### src/design/bfras_pkg.sv
package bfras_pkg;

  localparam logic [31:0] QNAN32  = 32'h7FC00000;
  localparam logic [31:0] QUIET32 = 32'h00400000;

  localparam logic [0:0] REG_USE_PRE = 1'd0;
  localparam logic [0:0] REG_SCALE   = 1'd1;

  // Unpacked binary32 operand: significand has the hidden bit in place.
  typedef struct packed {
    logic        sign;
    logic [8:0]  exp;     // effective exponent, 1 for subnormals
    logic [23:0] sig;
    logic        is_nan;
    logic        is_inf;
    logic        is_zero;
  } f32_unp_t;

  function automatic logic is_nan32(input logic [31:0] u);
    return (u[30:23] == 8'hFF) && (u[22:0] != 23'd0);
  endfunction

  function automatic f32_unp_t unpack32(input logic [31:0] u);
    f32_unp_t r;
    r.sign    = u[31];
    r.exp     = (u[30:23] == 8'd0) ? 9'd1 : {1'b0, u[30:23]};
    r.sig     = {(u[30:23] != 8'd0), u[22:0]};
    r.is_nan  = is_nan32(u);
    r.is_inf  = (u[30:23] == 8'hFF) && (u[22:0] == 23'd0);
    r.is_zero = (u[30:0] == 31'd0);
    return r;
  endfunction

  function automatic logic [31:0] nan_pick(input logic [31:0] x, input logic [31:0] y);
    return (is_nan32(x) ? x : y) | QUIET32;
  endfunction

  function automatic logic [15:0] to_bf16(input logic [31:0] u);
    logic [31:0] t;
    if (is_nan32(u)) begin
      return u[31:16] | 16'h0040;
    end
    t = u + 32'h00007FFF + {31'd0, u[16]};
    return t[31:16];
  endfunction

  // Round and pack: value = mant * 2^(e - 150 - 3) with mant holding
  // 24 significant bits plus guard, round and sticky (27 bits), already
  // normalized so that mant[26] is set unless e has reached the minimum.
  function automatic logic [31:0] round_pack(input logic sign, input logic signed [10:0] e,
                                             input logic [26:0] mant);
    logic [24:0] rnd;
    logic        inc;
    logic signed [10:0] ex;
    inc = mant[2] & (mant[1] | mant[0] | mant[3]);
    rnd = {1'b0, mant[26:3]} + {24'd0, inc};
    ex  = e;
    if (rnd[24]) begin
      rnd = rnd >> 1;
      ex  = ex + 11'sd1;
    end
    if (ex >= 11'sd255) begin
      return {sign, 8'hFF, 23'd0};
    end
    if (!rnd[23]) begin
      return {sign, 8'd0, rnd[22:0]};
    end
    return {sign, ex[7:0], rnd[22:0]};
  endfunction

endpackage

### src/design/bfras_add.sv
// Three-stage binary32 adder: align, add, normalize and round.
module bfras_add
  import bfras_pkg::*;
(
  input  logic        clk,
  input  logic        en,
  input  logic [31:0] x,
  input  logic [31:0] y,
  output logic [31:0] sum
);

  // Stage 1: align.
  logic [31:0] s1_special;
  logic        s1_use_special;
  logic        s1_sign_big;
  logic        s1_sub;
  logic [8:0]  s1_exp;
  logic [26:0] s1_big;
  logic [26:0] s1_small;
  logic        s1_zero_both_neg;

  f32_unp_t ux, uy, ub, us;
  logic       swap;
  logic [8:0] diff;
  logic [26:0] sm_ext;
  logic [26:0] sm_sh;
  logic        sticky;
  logic [31:0] spec;
  logic        use_spec;

  always_comb begin
    ux = unpack32(x);
    uy = unpack32(y);
    swap = ({uy.exp, uy.sig} > {ux.exp, ux.sig});
    ub = swap ? uy : ux;
    us = swap ? ux : uy;
    diff = ub.exp - us.exp;
    sm_ext = {us.sig, 3'b000};
    if (diff >= 9'd27) begin
      sm_sh  = 27'd0;
      sticky = (us.sig != 24'd0);
    end else begin
      sm_sh  = sm_ext >> diff[4:0];
      sticky = ((sm_ext & ~(27'h7FFFFFF << diff[4:0])) != 27'd0);
    end
    use_spec = 1'b1;
    spec = 32'd0;
    if (ux.is_nan || uy.is_nan) begin
      spec = nan_pick(x, y);
    end else if (ux.is_inf && uy.is_inf) begin
      spec = (ux.sign == uy.sign) ? x : QNAN32;
    end else if (ux.is_inf) begin
      spec = x;
    end else if (uy.is_inf) begin
      spec = y;
    end else begin
      use_spec = 1'b0;
    end
  end

  always_ff @(posedge clk) begin
    if (en) begin
      s1_special       <= spec;
      s1_use_special   <= use_spec;
      s1_sign_big      <= ub.sign;
      s1_sub           <= ux.sign ^ uy.sign;
      s1_exp           <= ub.exp;
      s1_big           <= {ub.sig, 3'b000};
      s1_small         <= {sm_sh[26:1], sm_sh[0] | sticky};
      s1_zero_both_neg <= ux.sign & uy.sign;
    end
  end

  // Stage 2: add or subtract, count leading zeros.
  logic [31:0] s2_special;
  logic        s2_use_special;
  logic        s2_sign;
  logic [8:0]  s2_exp;
  logic [27:0] s2_mag;
  logic [4:0]  s2_lz;
  logic        s2_zero;

  logic [27:0] mag;
  logic [4:0]  lz;
  logic        zsign;

  always_comb begin
    if (s1_sub) begin
      mag = {1'b0, s1_big} - {1'b0, s1_small};
    end else begin
      mag = {1'b0, s1_big} + {1'b0, s1_small};
    end
    lz = 5'd28;
    for (int i = 0; i < 28; i++) begin
      if (mag[i]) lz = 5'(27 - i);
    end
    zsign = s1_sub ? 1'b0 : s1_zero_both_neg;
  end

  always_ff @(posedge clk) begin
    if (en) begin
      s2_special     <= s1_special;
      s2_use_special <= s1_use_special;
      s2_sign        <= (mag == 28'd0) ? zsign : s1_sign_big;
      s2_exp         <= s1_exp;
      s2_mag         <= mag;
      s2_lz          <= lz;
      s2_zero        <= (mag == 28'd0);
    end
  end

  // Stage 3: normalize, round, pack.
  logic [26:0] nm;
  logic signed [10:0] ne;
  logic [4:0]  sh;
  logic [31:0] res;

  always_comb begin
    nm = 27'd0;
    ne = 11'sd0;
    sh = 5'd0;
    if (s2_mag[27]) begin
      nm = {s2_mag[27:2], s2_mag[1] | s2_mag[0]};
      ne = $signed({2'b00, s2_exp}) + 11'sd1;
    end else begin
      // shift left by lz-1, limited so the exponent stays at least 1
      if ({4'd0, s2_lz} - 9'd1 > s2_exp - 9'd1) begin
        sh = 5'(s2_exp - 9'd1);
      end else begin
        sh = s2_lz - 5'd1;
      end
      nm = s2_mag[26:0] << sh;
      ne = $signed({2'b00, s2_exp}) - $signed({6'd0, sh});
    end
    if (s2_use_special) begin
      res = s2_special;
    end else if (s2_zero) begin
      res = {s2_sign, 31'd0};
    end else begin
      res = round_pack(s2_sign, ne, nm);
    end
  end

  always_ff @(posedge clk) begin
    if (en) begin
      sum <= res;
    end
  end

endmodule

### src/design/bfras_mul.sv
// Three-stage binary32 multiplier: multiply, normalize, round.
module bfras_mul
  import bfras_pkg::*;
(
  input  logic        clk,
  input  logic        en,
  input  logic [31:0] x,
  input  logic [31:0] y,
  output logic [31:0] prod
);

  f32_unp_t ux, uy;
  logic [31:0] spec;
  logic        use_spec;

  always_comb begin
    ux = unpack32(x);
    uy = unpack32(y);
    use_spec = 1'b1;
    spec = 32'd0;
    if (ux.is_nan || uy.is_nan) begin
      spec = nan_pick(x, y);
    end else if ((ux.is_inf && uy.is_zero) || (uy.is_inf && ux.is_zero)) begin
      spec = QNAN32;
    end else if (ux.is_inf || uy.is_inf) begin
      spec = {ux.sign ^ uy.sign, 8'hFF, 23'd0};
    end else if (ux.is_zero || uy.is_zero) begin
      spec = {ux.sign ^ uy.sign, 31'd0};
    end else begin
      use_spec = 1'b0;
    end
  end

  // Stage 1: product.
  logic [31:0] s1_special;
  logic        s1_use_special;
  logic        s1_sign;
  logic signed [10:0] s1_exp;
  logic [47:0] s1_p;

  always_ff @(posedge clk) begin
    if (en) begin
      s1_special     <= spec;
      s1_use_special <= use_spec;
      s1_sign        <= ux.sign ^ uy.sign;
      s1_exp         <= $signed({2'b00, ux.exp}) + $signed({2'b00, uy.exp}) - 11'sd126;
      s1_p           <= {24'd0, ux.sig} * {24'd0, uy.sig};
    end
  end

  // Stage 2: leading-zero count (product value = p * 2^(exp-1-150-23+...)).
  logic [5:0] lz;
  always_comb begin
    lz = 6'd48;
    for (int i = 0; i < 48; i++) begin
      if (s1_p[i]) lz = 6'(47 - i);
    end
  end

  logic [31:0] s2_special;
  logic        s2_use_special;
  logic        s2_sign;
  logic signed [10:0] s2_exp;
  logic [47:0] s2_p;
  logic [5:0]  s2_lz;

  always_ff @(posedge clk) begin
    if (en) begin
      s2_special     <= s1_special;
      s2_use_special <= s1_use_special;
      s2_sign        <= s1_sign;
      s2_exp         <= s1_exp;
      s2_p           <= s1_p;
      s2_lz          <= lz;
    end
  end

  // Stage 3: normalize (left or right for subnormals), round, pack.
  // With p[47] set, the value has exponent field s2_exp.
  logic signed [10:0] e_norm;
  logic [47:0] pn;
  logic [74:0] wide;
  logic [26:0] m;
  logic signed [10:0] e_out;
  logic [5:0]  rs;
  logic [31:0] res;

  always_comb begin
    e_norm = s2_exp - $signed({5'd0, s2_lz});
    pn = s2_p << s2_lz;
    rs = 6'd0;
    wide = {pn, 27'd0};
    e_out = e_norm;
    if (e_norm < 11'sd1) begin
      if (11'sd1 - e_norm > 11'sd40) begin
        rs = 6'd40;
      end else begin
        rs = 6'(11'sd1 - e_norm);
      end
      wide = {pn, 27'd0} >> rs;
      e_out = 11'sd1;
    end
    m = {wide[74:49], wide[48:0] != 49'd0};
    if (s2_use_special) begin
      res = s2_special;
    end else begin
      res = round_pack(s2_sign, e_out, m);
    end
  end

  always_ff @(posedge clk) begin
    if (en) begin
      prod <= res;
    end
  end

endmodule

### src/design/bf16_residual_add_scale.sv
// Elementwise bf16 residual add with output scale. Each transfer on the
// input stream carries one element of a, b and pre; the block widens them to
// binary32, adds a and b, optionally adds pre to the bf16-rounded sum, then
// multiplies by scale_bits and rounds to bf16. A new element is taken every
// cycle unless the output stalls; the pipeline is two three-stage adders
// and a three-stage multiplier plus an output register.
// The whole pipeline advances only when its last stage can move, so a stall
// on the output holds every stage. Write configuration only while idle.
module bf16_residual_add_scale
  import bfras_pkg::*;
(
  input  logic        clk,
  input  logic        rst,
  input  logic        cfg_we,
  input  logic [0:0]  cfg_index,
  input  logic [31:0] cfg_data,
  input  logic        s_axis_tvalid,
  output logic        s_axis_tready,
  input  logic [47:0] s_axis_tdata,   // a_val, b_val, pre_val
  output logic        m_axis_tvalid,
  input  logic        m_axis_tready,
  output logic [15:0] m_axis_tdata    // result_val
);

  localparam int Depth = 10;

  logic        use_pre_residual;
  logic [31:0] scale_bits;

  always_ff @(posedge clk) begin
    if (rst) begin
      use_pre_residual <= 1'b0;
      scale_bits       <= 32'h3F800000;
    end else if (cfg_we) begin
      case (cfg_index)
        REG_USE_PRE: use_pre_residual <= cfg_data[0];
        REG_SCALE:   scale_bits       <= cfg_data;
        default: ;
      endcase
    end
  end

  logic en;
  logic [Depth-1:0] vld;
  assign en = !m_axis_tvalid || m_axis_tready;
  assign s_axis_tready = en;
  assign m_axis_tvalid = vld[Depth-1];

  always_ff @(posedge clk) begin
    if (rst) begin
      vld <= '0;
    end else if (en) begin
      vld <= {vld[Depth-2:0], s_axis_tvalid};
    end
  end

  // Pre-residual delayed alongside the first adder.
  logic [15:0] pre_d [3];
  always_ff @(posedge clk) begin
    if (en) begin
      pre_d[0] <= s_axis_tdata[47:32];
      pre_d[1] <= pre_d[0];
      pre_d[2] <= pre_d[1];
    end
  end

  logic [31:0] sum1, sum2, s_sel, prod;
  logic [31:0] sum1_d [3];

  bfras_add u_add1 (
    .clk(clk), .en(en),
    .x({s_axis_tdata[15:0], 16'd0}), .y({s_axis_tdata[31:16], 16'd0}),
    .sum(sum1)
  );

  bfras_add u_add2 (
    .clk(clk), .en(en),
    .x({pre_d[2], 16'd0}), .y({to_bf16(sum1), 16'd0}),
    .sum(sum2)
  );

  always_ff @(posedge clk) begin
    if (en) begin
      sum1_d[0] <= sum1;
      sum1_d[1] <= sum1_d[0];
      sum1_d[2] <= sum1_d[1];
    end
  end

  assign s_sel = use_pre_residual ? sum2 : sum1_d[2];

  bfras_mul u_mul (
    .clk(clk), .en(en), .x(s_sel), .y(scale_bits), .prod(prod)
  );

  always_ff @(posedge clk) begin
    if (en) begin
      m_axis_tdata <= to_bf16(prod);
    end
  end

endmodule
### config.mk
export PLATFORM = sky130hd
export DESIGN_NAME = bf16_residual_add_scale
export DESIGN_NICKNAME = d
export VERILOG_FILES = /design/src/design/bfras_pkg.sv /design/src/design/bfras_add.sv /design/src/design/bfras_mul.sv /design/src/design/bf16_residual_add_scale.sv
export SDC_FILE = /design/constraint.sdc
export NUM_CORES = 2
export LEC_CHECK = 0
export BUFFER_PORTS_ARGS = -buffer_cell sky130_fd_sc_hd__buf_2
export CORE_MARGIN = 8
export CORE_UTILIZATION = 40
export CTS_CLUSTER_SIZE = 14
export DETAILED_ROUTE_END_ITERATION = 16
export PLACE_DENSITY = 0.59
export REMOVE_ABC_BUFFERS = 1
export SKIP_LAST_GASP = 1
export SYNTH_ARGS = -nofsm -noshare
export SYNTH_HDL_FRONTEND = slang
export SYNTH_SLANG_ARGS = --single-unit
### constraint.sdc
create_clock -name clk -period 43 [get_ports clk]
set_input_delay 8.6 -clock clk [delete_from_list [all_inputs] [get_ports clk]]
set_output_delay 8.6 -clock clk [all_outputs]
set_load 0.005 [all_outputs]
==> metrics.cfg <==
[timing]
drv_slew = 0
fmax_mhz = 55.3
hold_violations = 0
final-setup-viol-count = 0
fin_ws_ns = 24.91
tightest_slew_ns = 1.23
finClkSkew_ns = 0.0519
slew_headroom_pct = 16.2
rsz0062_at_grt = no
fin_crit_ns = 18.09
fin_crit_sh_pct = 42.1
tns_ns = 0

[drt]
wire_per_inst_um = 21.8
drcViolationCount = 0
via_count = 53600
drt_first_iter_violations = 4620
firstDrtPassIters = 8
wl_um = 203000
antenna_left = 0
viasPerCell = 5.76

[worst_setup_path]
cp_max_fo = 55
critPathArrivalTime_ns = 9.49
cpPeakStageDelay_ns = 0.23
path_common_cell = buf_2
critPathSlowestCell = buf_4
worstPathCellList = buf_2 -> nor2b_1 -> buf_4 -> inv_8 -> buf_2
crit_required_ns = 34.40
criticalPathCategory = input pin to primary output
rr_worst_depth = 30
start_kind = input pin
endpoint_kind = primary output

[logic_synthesis]
synth.distinct_cells = 119
ys_ff_latch = 737
synth_largest_area_cell = edfxtp_1
synthCells = 7115
yosysTopAreaCellShare_pct = 30.8
synth_edf_count = 694
synthMostInstantiatedCell = nand2_1
synthArstFlopShare_pct = 0
synthTopCellsByArea = edfxtp_1, fa_1, ha_1
avgSynthCellArea_um2 = 9.52
yosys_warnings = 0
syn_area_mm2 = 0.0677
synth_common_cells = nand2_1, edfxtp_1, inv_1
yosysSeqAreaShare_pct = 32.1
synth_ff_type = edfxtp_1

[grt]
grt_max_degree = 193
grt_overflow = 0
grt.met3_usage_pct = 2.64
first_global_vias = 54058
met1_usage_pct = 27.3
grt_util_all_layers_pct = 21.8
grtUsageMet2_pct = 37.3
busiest_layer = met2
grt_pass1_wl_um = 315000
antenna_found_initial = 1

[floorplan]
fp.dieH_um = 427
floorplan.die.width_um = 427
initial_core_util_pct = 40.1
num_rows = 151
pin_count = 104
dieArea_mm2 = 0.183
core_region_area_mm2 = 0.169

[placement]
hpwlAfterDp_um = 151000
place_congestion = 0.998
dpl-instance-area_mm2 = 0.0704
dp_slack_ns = 24.89
portBuffers = 103

[finish]
diodes = 0
nNetsFinal = 7905
area_growth_pct = 8.14
post-route-cell-area_mm2 = 0.0732
drive_gt1_share_pct = 9.29
fill_cells = 16267

[clock_network]
cts_buffer_depth = 3
htree_levels = 3
cts_resized = 0
cts_tree = done
clkSinkCount = 737
cts_root_buf = clkbuf_16
clkTransAtPathRegs_ns = 0.06
worstSkewPairLatency_ns = 0.72
cts_setup_buffers = 0
cts-buffers-inserted = 84
hold_buffers = 0

[run_status]
outcome = complete, no violations

[job]
cap_violations = 0

[worst_hold_path]
min_path_type = flop to flop
whs_path_depth = 0

==> cells in the final DEF, fill, tap and decap left out, types with 85 or more instances in the layout <==
cell type	instances
clkbuf_16	85
edfxtp_1	694
and2_1	259
o21ai_0	251
ha_1	303
inv_1	675
buf_2	103
buf_4	123
mux2i_1	213
nand3_1	156
xnor2_1	176
a21oi_1	327
nor2_1	454
fa_1	487
nor3_1	191
nand2_1	981
==> cells by family after synthesis <==
group	synth area share, %
simple gates	17.6
fa+ha+maj	20.0
xor+xnor	3.39
buf+inv	6.27
compound gates	13.7
mux	6.89
flops	32.1
==> through the flow <==
stage	cells	hold slack, ns	util [%]
floorplan	6714	0.400	-
global placement	9160	0.400	41.7
detailed placement	9160	0.405	41.7
CTS	9313	0.397	43.4
global route	9313	0.405	43.4
finish	9313	0.401	43.4
==> layout make-up <==
cell class                      count  area, um2  area share, %
Clock inverter                     59        668          0.913
Sequential cell                   737      21700           29.6
Tap cell                         2218       2780           3.79
Clock buffer                       94       2160           2.95
Inverter                          690       2600           3.55
Multi-Input combinational cell   5287      41800           57.1
Timing Repair Buffer              228       1480           2.02
==> state kept, by name (all words and copies together) (netlist names), 10 cells and up <==
| name | count |
|---|---|
| m_axis_tdata | 16 |
| pre_d | 48 |
| scale_bits | 32 |
| sum1_d | 96 |
| u_add1.s1_small | 27 |
| u_add1.s1_special | 16 |
| u_add1.s2_mag | 28 |
| u_add1.s2_special | 16 |
| u_add1.sum | 32 |
| u_add2.s1_small | 27 |
| u_add2.s1_special | 16 |
| u_add2.s2_mag | 28 |
| u_add2.s2_special | 16 |
| u_add2.sum | 32 |
| u_mul.prod | 32 |
| u_mul.s1_exp | 11 |
| u_mul.s1_p | 48 |
| u_mul.s1_special | 32 |
| u_mul.s2_exp | 11 |
| u_mul.s2_p | 48 |
| u_mul.s2_special | 32 |
| vld | 10 |
==> critical path, delay by kind of cell <==
family,cells,cell delay (ns)
buffers and inverters,4,0.68
AND/OR/NAND/NOR,1,0.10
==> metal layers <==
metal | share of wire, % | routed length [um]
met2 | 48 | 97900
met5 | 0 | 0
met3 | 5.7 | 11500
met4 | 5.4 | 10900
met1 | 41 | 82700
==> path summary, 6_finish.rpt <==
check | from | endpoint | slack (ns)
max | m_axis_tready | s_axis_tready | 24.91
min | u_add1.s1_exp[3] | u_add1.s2_exp[3] | 0.40
max reg2reg | use_pre_residual | u_mul.s1_p[47] | 32.78
min reg2reg | u_add1.s1_exp[3] | u_add1.s2_exp[3] | 0.40
Power is not shown: default switching activity piles up to over one toggle a cycle in this logic, so the estimate is an artifact.
